**src/sv/hsss_pkg.sv**
```systemverilog
// Shared types, register codes and the half-step coil decode for the stepper sequencer.
package hsss_pkg;

	localparam int SPEED_W = 16;
	localparam int IV_W    = 16;
	localparam int PHASE_W = 3;
	localparam int COILS_W = 4;
	localparam int ADDR_W  = 3;
	localparam int DATA_W  = 32;

	localparam logic [IV_W-1:0]    MIN_IV_RESET = 16'd1000;
	localparam logic [IV_W-1:0]    MAX_IV_RESET = 16'd10000;
	localparam logic [COILS_W-1:0] COILS_RESET  = 4'b0001;

	// Unity in Q1.15
	localparam logic [SPEED_W-1:0] Q15_ONE = 16'h8000;

	// Register index, taken from the word address bit of paddr
	typedef enum logic {
		REG_MIN_IV = 1'b0,
		REG_MAX_IV = 1'b1
	} cfg_reg_t;

	typedef struct packed {
		logic [IV_W-1:0] min_iv;
		logic [IV_W-1:0] max_iv;
	} cfg_t;

	// One word leaving the interval pipeline
	typedef struct packed {
		logic            zero;
		logic            neg;
		logic [IV_W-1:0] iv;
	} iv_word_t;

	// Phase offsets per coil: bit i is high when (p + offset) mod 8 <= 2
	localparam logic [PHASE_W-1:0] COIL_OFFS [COILS_W] = '{3'd1, 3'd7, 3'd5, 3'd3};

	function automatic logic [COILS_W-1:0] coil_decode(input logic [PHASE_W-1:0] p);
		logic [COILS_W-1:0] bits;
		logic [PHASE_W-1:0] pos;
		bits = '0;
		for (int i = 0; i < COILS_W; i++) begin
			pos = p + COIL_OFFS[i];
			bits[i] = (pos <= 3'd2);
		end
		return bits;
	endfunction

endpackage

```
**src/sv/half_step_stepper_speed_sequencer_top.sv**
```systemverilog
// Top level of the half-step stepper speed sequencer.
// Each accepted word on the input channel is one timer tick with a signed Q1.15 speed; each
// tick gives exactly one result word (coils, phase, stepped). One tick is accepted every
// clock cycle while the receiver takes results. A tick passes through the input register,
// the 16x16 interval product, the interval add and clamp, then the state register that
// holds the tick counter, phase and coils and doubles as the output register. That last
// stage closes the only loop between ticks, so the rate is one tick per cycle while results
// are taken. Empty stages keep taking ticks while a result waits. Registers: minimum step
// interval at address 0, maximum at address 4; change them only while the block is idle.
module half_step_stepper_speed_sequencer_top
	import hsss_pkg::*;
(
	input  logic                      clk,
	input  logic                      arst_n,
	input  logic                      psel,
	input  logic                      penable,
	input  logic                      pwrite,
	input  logic [ADDR_W-1:0]         paddr,
	input  logic [DATA_W-1:0]         pwdata,
	output logic [DATA_W-1:0]         prdata,
	output logic                      pready,
	input  logic                      in_valid,
	output logic                      in_ready,
	input  logic signed [SPEED_W-1:0] speed_cmd,
	output logic                      out_valid,
	input  logic                      out_ready,
	output logic [COILS_W-1:0]        coils,
	output logic [PHASE_W-1:0]        phase,
	output logic                      stepped
);

	cfg_t     cfg;
	iv_word_t iv_word;
	logic     iv_valid;
	logic     iv_ready;

	hsss_cfg u_cfg (
		.clk     (clk),
		.arst_n  (arst_n),
		.psel    (psel),
		.penable (penable),
		.pwrite  (pwrite),
		.paddr   (paddr),
		.pwdata  (pwdata),
		.prdata  (prdata),
		.pready  (pready),
		.cfg     (cfg)
	);

	hsss_interval u_interval (
		.clk       (clk),
		.arst_n    (arst_n),
		.cfg       (cfg),
		.in_valid  (in_valid),
		.in_ready  (in_ready),
		.speed_cmd (speed_cmd),
		.dn_valid  (iv_valid),
		.dn_ready  (iv_ready),
		.dn_word   (iv_word)
	);

	hsss_phase u_phase (
		.clk       (clk),
		.arst_n    (arst_n),
		.up_valid  (iv_valid),
		.up_ready  (iv_ready),
		.up_word   (iv_word),
		.out_valid (out_valid),
		.out_ready (out_ready),
		.coils     (coils),
		.phase     (phase),
		.stepped   (stepped)
	);

endmodule

```
**src/sv/hsss_cfg.sv**
```systemverilog
// APB register file holding the minimum and maximum step intervals.
module hsss_cfg
	import hsss_pkg::*;
(
	input  logic              clk,
	input  logic              arst_n,
	input  logic              psel,
	input  logic              penable,
	input  logic              pwrite,
	input  logic [ADDR_W-1:0] paddr,
	input  logic [DATA_W-1:0] pwdata,
	output logic [DATA_W-1:0] prdata,
	output logic              pready,
	output cfg_t              cfg
);

	cfg_t     cfg_q;
	cfg_reg_t sel;
	logic     wr_en;

	assign sel    = cfg_reg_t'(paddr[2]);
	assign wr_en  = psel && penable && pwrite;
	assign pready = 1'b1;
	assign cfg    = cfg_q;

	// Write the addressed register on the access cycle
	always_ff @(posedge clk or negedge arst_n) begin
		if (!arst_n) begin
			cfg_q.min_iv <= MIN_IV_RESET;
			cfg_q.max_iv <= MAX_IV_RESET;
		end else if (wr_en) begin
			unique case (sel)
				REG_MIN_IV: cfg_q.min_iv <= pwdata[IV_W-1:0];
				REG_MAX_IV: cfg_q.max_iv <= pwdata[IV_W-1:0];
				default:    ;
			endcase
		end
	end

	// Return the addressed register
	always_comb begin
		unique case (sel)
			REG_MIN_IV: prdata = {{(DATA_W-IV_W){1'b0}}, cfg_q.min_iv};
			REG_MAX_IV: prdata = {{(DATA_W-IV_W){1'b0}}, cfg_q.max_iv};
			default:    prdata = '0;
		endcase
	end

endmodule

```
**src/sv/hsss_interval.sv**
```systemverilog
// Three-stage pipeline turning a speed command into a step interval.
module hsss_interval
	import hsss_pkg::*;
(
	input  logic                      clk,
	input  logic                      arst_n,
	input  cfg_t                      cfg,
	input  logic                      in_valid,
	output logic                      in_ready,
	input  logic signed [SPEED_W-1:0] speed_cmd,
	output logic                      dn_valid,
	input  logic                      dn_ready,
	output iv_word_t                  dn_word
);

	logic                      v_s1, v_s2, v_s3;
	logic                      rdy1, rdy2, rdy3;
	logic        [SPEED_W-1:0] speed_s1;
	logic        [2*IV_W-1:0]  prod_s2;
	logic                      zero_s2, neg_s2;
	iv_word_t                  word_s3;

	logic        [SPEED_W-1:0] comp;
	logic        [IV_W-1:0]    span;
	logic        [IV_W+1:0]    sum;
	logic        [IV_W-1:0]    iv;
	logic                      neg1;

	// A stage takes a word when it is empty or its word moves on
	assign rdy3     = !v_s3 || dn_ready;
	assign rdy2     = !v_s2 || rdy3;
	assign rdy1     = !v_s1 || rdy2;
	assign in_ready = rdy1;
	assign dn_valid = v_s3;
	assign dn_word  = word_s3;

	always_ff @(posedge clk or negedge arst_n) begin
		if (!arst_n) begin
			v_s1 <= 1'b0;
			v_s2 <= 1'b0;
			v_s3 <= 1'b0;
		end else begin
			if (rdy1) v_s1 <= in_valid;
			if (rdy2) v_s2 <= v_s1;
			if (rdy3) v_s3 <= v_s2;
		end
	end

	// Distance from full speed: 1.0 - |speed| in Q1.15
	assign neg1 = speed_s1[SPEED_W-1];
	assign comp = neg1 ? {1'b0, speed_s1[SPEED_W-2:0]} : (Q15_ONE - speed_s1);
	assign span = cfg.max_iv - cfg.min_iv;

	// Scale back into the configured range and clamp
	always_comb begin
		sum = {2'b00, cfg.min_iv} + {1'b0, prod_s2[2*IV_W-1:IV_W-1]};
		if (cfg.max_iv < cfg.min_iv) begin
			iv = cfg.max_iv;
		end else if (sum > {2'b00, cfg.max_iv}) begin
			iv = cfg.max_iv;
		end else if (sum < {2'b00, cfg.min_iv}) begin
			iv = cfg.min_iv;
		end else begin
			iv = sum[IV_W-1:0];
		end
	end

	always_ff @(posedge clk) begin
		if (rdy1 && in_valid) speed_s1 <= speed_cmd;
		if (rdy2 && v_s1) begin
			prod_s2 <= comp * span;
			zero_s2 <= (speed_s1 == '0);
			neg_s2  <= neg1;
		end
		if (rdy3 && v_s2) begin
			word_s3.zero <= zero_s2;
			word_s3.neg  <= neg_s2;
			word_s3.iv   <= iv;
		end
	end

endmodule

```
**src/sv/hsss_phase.sv**
```systemverilog
// Tick counter, half-step phase and coil drive; these registers are also the result word.
module hsss_phase
	import hsss_pkg::*;
(
	input  logic               clk,
	input  logic               arst_n,
	input  logic               up_valid,
	output logic               up_ready,
	input  iv_word_t           up_word,
	output logic               out_valid,
	input  logic               out_ready,
	output logic [COILS_W-1:0] coils,
	output logic [PHASE_W-1:0] phase,
	output logic               stepped
);

	logic [IV_W-1:0]    tick_q;
	logic [PHASE_W-1:0] phase_q;
	logic [COILS_W-1:0] coils_q;
	logic               stepped_q;
	logic               out_valid_q;
	logic               fire;
	logic [IV_W-1:0]    tick_inc;
	logic [PHASE_W-1:0] phase_nx;

	assign up_ready  = !out_valid_q || out_ready;
	assign fire      = up_valid && up_ready;
	assign out_valid = out_valid_q;
	assign coils     = coils_q;
	assign phase     = phase_q;
	assign stepped   = stepped_q;

	// Saturating tick count and the neighbouring phase
	assign tick_inc = (tick_q == '1) ? tick_q : tick_q + 1'b1;
	assign phase_nx = up_word.neg ? phase_q - 1'b1 : phase_q + 1'b1;

	always_ff @(posedge clk or negedge arst_n) begin
		if (!arst_n) begin
			tick_q      <= '0;
			phase_q     <= '0;
			coils_q     <= COILS_RESET;
			stepped_q   <= 1'b0;
			out_valid_q <= 1'b0;
		end else begin
			if (fire) begin
				out_valid_q <= 1'b1;
			end else if (out_ready) begin
				out_valid_q <= 1'b0;
			end
			if (fire) begin
				if (up_word.zero) begin
					// Stop: drop the coils, park the phase, keep counting
					tick_q    <= tick_inc;
					phase_q   <= '0;
					coils_q   <= '0;
					stepped_q <= 1'b0;
				end else if (tick_inc >= up_word.iv) begin
					// Step: advance or retreat and decode the coils
					tick_q    <= '0;
					phase_q   <= phase_nx;
					coils_q   <= coil_decode(phase_nx);
					stepped_q <= 1'b1;
				end else begin
					tick_q    <= tick_inc;
					stepped_q <= 1'b0;
				end
			end
		end
	end

	a_step_moves_one: assert property (@(posedge clk) disable iff (!arst_n)
		fire && !up_word.zero |=> !stepped_q || phase_q == $past(phase_q) + 3'd1
			|| phase_q == $past(phase_q) - 3'd1)
		else $error("phase moved by more than one half step");

	a_step_decodes: assert property (@(posedge clk) disable iff (!arst_n)
		out_valid_q && stepped_q |-> coils_q == coil_decode(phase_q) && tick_q == '0)
		else $error("step left coils undecoded or counter uncleared");

	a_stop_parks: assert property (@(posedge clk) disable iff (!arst_n)
		fire && up_word.zero |=> coils_q == '0 && phase_q == '0 && !stepped_q)
		else $error("stop did not drop coils and park phase");

endmodule

```
**config.mk**
```make
export PLATFORM = sky130hd
export DESIGN_NAME = half_step_stepper_speed_sequencer_top
export DESIGN_NICKNAME = d
export VERILOG_FILES = /design/src/sv/hsss_pkg.sv /design/src/sv/half_step_stepper_speed_sequencer_top.sv /design/src/sv/hsss_cfg.sv /design/src/sv/hsss_interval.sv /design/src/sv/hsss_phase.sv
export SDC_FILE = /design/constraint.sdc
export NUM_CORES = 1
export LEC_CHECK = 0
export BUFFER_PORTS_ARGS = -buffer_cell sky130_fd_sc_hd__buf_2
export CAP_MARGIN = 20
export CORE_MARGIN = 8
export CORE_UTILIZATION = 51
export CTS_BUF_LIST = sky130_fd_sc_hd__clkbuf_4 sky130_fd_sc_hd__clkbuf_8
export DETAILED_ROUTE_END_ITERATION = 16
export PLACE_DENSITY = 0.77
export SYNTH_ARGS = -nofsm -noshare
export SYNTH_HDL_FRONTEND = slang
export SYNTH_SLANG_ARGS = --single-unit
```
**constraint.sdc**
```tcl
create_clock -name clk -period 7.6 [get_ports clk]
set_clock_uncertainty 0.1 [all_clocks]
set_input_delay 1.14 -clock clk [delete_from_list [all_inputs] [get_ports clk]]
set_output_delay 1.14 -clock clk [all_outputs]
set_load 0.01 [all_outputs]
```
Yosys cells after proc, flatten, opt, wreduce, memory -nomap -nowiden
Index checks and enable logic that the tools add are counted.
{ "classes": {"n_addsub": 10, "mul": 1, "n_div": 0, "order_cmp": 8, "n_eq_ne": 1, "shifts": 0, "muxes": 17, "bitwise_logic": 1, "reduce_logical": 20} }
{ "ops": {"columns": ["op", "count"], "rows": [
  ["two-way mux 16 bit", 7],
  ["case mux 32 bit (2 select lines)", 1],
  ["multiplier 16 x 16 -> 32 bit", 1],
  ["adder 16 x 17 -> 18 bit", 1],
  ["> comparator 18 x 16 -> 1 bit", 1],
  ["< comparator 18 x 16 -> 1 bit", 1],
  ["adder 16 x 1 -> 16 bit, second input constant", 1],
  ["equality test 16 bit, second input constant", 1],
  [">= comparator 16 bit", 1],
  ["logical NOT 16 bit", 1],
  ["< comparator 16 bit", 1],
  ["subtractor 16 bit", 1],
  ["subtractor 16 bit, first input constant", 1],
  ["<= comparator 3 x 2 -> 1 bit, second input constant", 4],
  ["two-way mux 3 bit", 3],
  ["two-way mux 4 bit", 2],
  ["adder 3 x 1 -> 3 bit, second input constant", 2],
  ["adder 3 bit, second input constant", 2],
  ["logical AND 1 bit", 6],
  ["AND reduction 2 bit", 3],
  ["logical NOT 1 bit", 4],
  ["logical OR 1 bit", 4],
  ["two-way mux 1 bit", 4],
  ["nonzero test 2 bit", 2],
  ["3 further kinds", 3]
]} }
{ "word_totals": {"ff_bits": 128, "latch_bits": 0, "mem_bits_rw": 0, "rom_bits": 0, "inputBits": 58, "n_memories": 0} }

Longest topological paths before layout
{ "depth": {"ltp_word": 6, "ltp_mapped": 32, "ltp_nobuf": 31} }

Hierarchy
A second synthesis with hierarchy kept.
{ "unflattened": {"hier_cells": 1689, "hier_area_um2": 16085.4} }
{ "by_module_without_submodules": {"columns": ["mod", "n_inst", "cells_each", "area_each_um2", "seq_area_each_um2"], "rows": [
  ["hsss_interval", 1, 1351, 12443.2, 1666.6],
  ["hsss_phase", 1, 233, 2030.7, 626.9],
  ["hsss_cfg", 1, 105, 1611.5, 814.5]
]} }

Worst setup path before layout
Ideal clock, no wire load.
{ "synth_path": {"path_kind": "reg2reg", "from": "register u_cfg.cfg_q, in the netlist u_cfg.cfg[0]", "to": "register u_interval.prod_s2[26] (data pin)", "arrival_ns": 7.644, "slack_ns": -0.407, "stages_incl_launch_ff": 29, "n_path_buf": 1, "synth_period_minus_slack_ns": 8.007, "cell_sequence": "dfrtp_1 -> inv_1 -> ha_1 -> inv_1 -> fa_1 -> a211oi_1 -> o21ai_0 -> and2_1 -> a221oi_1 -> nand2b_1 -> xnor2_1 -> clkbuf_1 -> nand2_1 -> fa_1 -> inv_1 -> fa_1 -> fa_1 -> fa_1 -> fa_1 -> fa_1 -> ha_1 -> a21oi_1 -> o21ai_0 -> a211oi_1 -> a31oi_1 -> a41o_1 -> a21o_1 -> a221oi_1 -> xnor2_1"} }
{ "synth_between": {"elab_chain_len": 2} }
{ "synth_lines": {"columns": ["element", "line_no", "rtl"], "rows": [
  ["start: declaration", "hsss_cfg.sv:17", "cfg_t cfg_q;"],
  ["subtractor 16 bit", "hsss_interval.sv:52", "assign span = cfg.max_iv - cfg.min_iv;"],
  ["multiplier 16 x 16 -> 32 bit", "hsss_interval.sv:71", "prod_s2 <= comp * span;"],
  ["end signal: assignment", "hsss_interval.sv:71", null],
  ["end: declaration", "hsss_interval.sv:19", "logic [2*IV_W-1:0] prod_s2;"]
]} }
Every way passes these cells.
A chain may end at the register's enable or synchronous reset.

Worst setup path after layout
{ "layout_path": {"from": "register u_cfg.cfg_q, in the netlist u_cfg.cfg[0]", "to": "register u_interval.prod_s2[30] (data pin)"} }
Same word-level chain as after synthesis.

==> impl_metrics.json <==
{
  "nets": 2388,
  "antenna_cells": 0,
  "status": "complete, but fails checks",
  "worst_skew_pair.late_latency_ps": 470,
  "globalRouteOverflowTotal": 0,
  "finalMaxSlewViolations": 0,
  "synth_area_leaders": "fa_1 (25%), ha_1 (15%), edfxtp_1 (10%), dfrtp_1 (7.6%), inv_1 (6.8%)",
  "hp-start": "u_interval.neg_s2",
  "hp-class": "flop to flop",
  "syn2layout_area_growth_pct": 18.6,
  "tightest_slew_ps": 967,
  "synth.distinct_cells": 68,
  "totalWireLength_mm": 41.8,
  "synth-seq-cells": 113,
  "seq_area_frac_synth_pct": 19.5,
  "clk_path_buf_depth": 2,
  "worstPathRequired_ps": 7720,
  "die-height_um": 193,
  "worst_slack_ps": -283,
  "timing.fmax_mhz": 127,
  "cts_tree": "done",
  "r2r-start": "u_cfg.cfg[0]",
  "wire_per_inst_um": 17.7,
  "grt_max_degree": 61,
  "drt_iter0_drc": 784,
  "arrival_ps": 8000,
  "ioPinCount": 101,
  "path_max_fanout": 4,
  "cts.sinks": 113,
  "worstSetupPathType": "flop to flop",
  "whs_endpoint": "u_interval.dn_word[16]",
  "drive_gt1_share_pct": 21.8,
  "cts_max_level": 4,
  "rows": 64,
  "viasPerCell": 5.50,
  "core_um2": 30700,
  "violations": "setup timing",
  "fin_crit_sh_pct": 104,
  "final_util_pct": 61.5,
  "globalplace.congestion": 0.955,
  "fin_crit_ps": 7880,
  "yosys_warnings": 0,
  "first_global_vias": 13300,
  "die_area_um2": 37100,
  "synth-edff-count": 53,
  "syn_area_um2": 15900,
  "clk_pin_slew_ps": 80,
  "ys.flop_type": "edfxtp_1",
  "grt_usage_pct": 22.9,
  "synth.top_cell.area_share_pct": 24.7,
  "synth_cells": 1696,
  "setup_tns_ps": -2370,
  "die_x_um": 193,
  "synth.avg_cell_area_um2": 9.38,
  "r2r_end": "u_interval.prod_s2[30]",
  "port_buffers": 65,
  "vias": 13000,
  "grt_pass1_wl_mm": 67.2,
  "route.detailed.drc": 0,
  "setup_viol": 13,
  "synth_area_leader_cell": "fa_1",
  "crit_path_end_kind": "flop",
  "slowest_delay_ps": 520,
  "reg2reg_depth": 33,
  "async_flop_share_pct": 53.1,
  "pre_cts_ws_ps": -616,
  "cts_buffers": 17,
  "cts_root_buf": "clkbuf_8",
  "reg2reg_slack_ps": -280,
  "path_common_cell": "fa_1",
  "critPathLaunchType": "flop",
  "dr.pass1.iters": 6,
  "min_path_cells": 0,
  "hpwlAfterDp_mm": 33.6,
  "initial_core_util_pct": 51.9,
  "worst_path_max_delay_cell": "fa_1",
  "ant_nets": 0,
  "grt_setup_unrepaired": "yes",
  "max_slew_margin_pct": 35.5,
  "maxCapViolCount": 0,
  "hold_viol_final": 0,
  "antenna_found_initial": 0
}
layer usage:
layer / vias up / global-route usage (%) / wire length [µm]
li1: 5971 / - / -
met1: 6416 / 28.7 / 16900
met2: 472 / 39.3 / 20300
met3: 104 / 4.14 / 3230
met4: 0 / 7.70 / 1360
met5: - / 0 / 0
state kept, by name, summed over array words and instances, names as in the netlist, 3 cells and up:
name	count
u_interval.speed_s1	16
u_phase.phase	3
u_cfg.cfg	32
u_phase.tick_q	16
u_phase.coils	4
u_interval.prod_s2	17
u_interval.dn_word	18
layout by cell type, fill, tap and decap left out, types with 12 or more instances in the layout:
| cell type | n |
|---|---|
| fa_1 | 192 |
| buf_2 | 65 |
| nand2b_1 | 21 |
| ha_1 | 177 |
| xor2_1 | 34 |
| and2_1 | 42 |
| o21ai_0 | 38 |
| inv_1 | 282 |
| clkbuf_8 | 17 |
| a21oi_1 | 42 |
| nor2_1 | 124 |
| mux2_2 | 37 |
| nand4_1 | 14 |
| conb_1 | 17 |
| nor3_1 | 27 |
| buf_4 | 191 |
| edfxtp_1 | 53 |
| xnor2_1 | 56 |
| dfrtp_1 | 48 |
| nand2_1 | 195 |
| nand3_1 | 15 |
| dfstp_2 | 12 |
| mux2i_1 | 32 |
| a21o_1 | 23 |
worst max-delay path by stage:
stage	from	end	slack (ps)	cells after the start
final	u_cfg.cfg[0]	u_interval.prod_s2[30]	-280	33
after global placement	u_cfg.cfg[0]	u_interval.prod_s2[30]	-450	29
after detailed placement	u_cfg.cfg[0]	u_interval.prod_s2[30]	-620	29
after global routing	u_cfg.cfg[0]	u_interval.prod_s2[30]	-490	30
after floorplan	u_cfg.cfg[21]	u_interval.prod_s2[24]	20	26
after CTS	u_cfg.cfg[21]	u_interval.prod_s2[30]	-270	30
area by class of cell:
cell class	count	area [µm²]
Clock buffer	18	241
Clock inverter	14	115
Fill cell	2436	11800
Inverter	289	1080
Multi-Input combinational cell	1257	11900
Sequential cell	113	3110
Tap cell	396	495
Timing Repair Buffer	269	1920
synthesized netlist by cell type (7+ instances only):
| library cell | instances |
|---|---|
| xor2_1 | 35 |
| o21ai_0 | 42 |
| and2_1 | 44 |
| a21oi_1 | 51 |
| nand2b_1 | 21 |
| clkbuf_1 | 28 |
| nor2_1 | 124 |
| mux2i_1 | 32 |
| or3_1 | 12 |
| fa_1 | 196 |
| edfxtp_1 | 53 |
| dfstp_2 | 12 |
| a211oi_1 | 7 |
| nor3_1 | 34 |
| o21bai_1 | 7 |
| nand4_1 | 14 |
| a21o_1 | 24 |
| inv_1 | 288 |
| and3_1 | 7 |
| buf_4 | 17 |
| nor2b_1 | 7 |
| mux2_2 | 37 |
| a31oi_1 | 8 |
| xnor2_1 | 60 |
| nand3_1 | 15 |
| nand2_1 | 197 |
| ha_1 | 187 |
| o21a_1 | 9 |
| dfrtp_1 | 48 |
worst max-delay path: cells and delay by family (launching register included):
family,cells,cell delay [ps]
adders and majority gates,9,3570
and+or+nand+nor,3,470
buffers and inverters,9,820
AOI/OAI and AO/OA,10,1870
xor gates and xnor gates,2,360
DFF,1,400
repair_timing:
item	CTS	global route
cloned	0	0
endpoints found under the setup margin	14	15
setup buffers	13	8
hold buffers	0	0
pin swaps	44	38
gates resized for setup	35	33
per-stage QoR:
stage | hold slack, ps | cells | area, µm²
after detailed placement | 327 | 2300 | 17900
final | 343 | 2356 | 18900
after floorplan | 300 | 1711 | 16100
after global routing | 352 | 2356 | 18900
after CTS | 345 | 2345 | 18600
after global placement | 304 | 2300 | 17900
cell families (layout without fill, tap and decap cells):
family                   count (synthesis)  after routing  share of synthesized area, %
AO/OA/AOI/OAI                          187            187                          7.69
AND/OR/NAND/NOR                        503            503                          14.6
multiplexers                            72             72                          4.91
XOR/XNOR                                95             95                          5.23
adder cells (fa/ha/maj)                383            383                          39.4
buffers and inverters                  341            590                          8.58
other                                    2             17                        0.0472
flip-flops                             113            113                          19.5
Power is left out: the tool's default activity adds up to more than one toggle a clock period on the data nets, which glitch-free logic cannot reach.
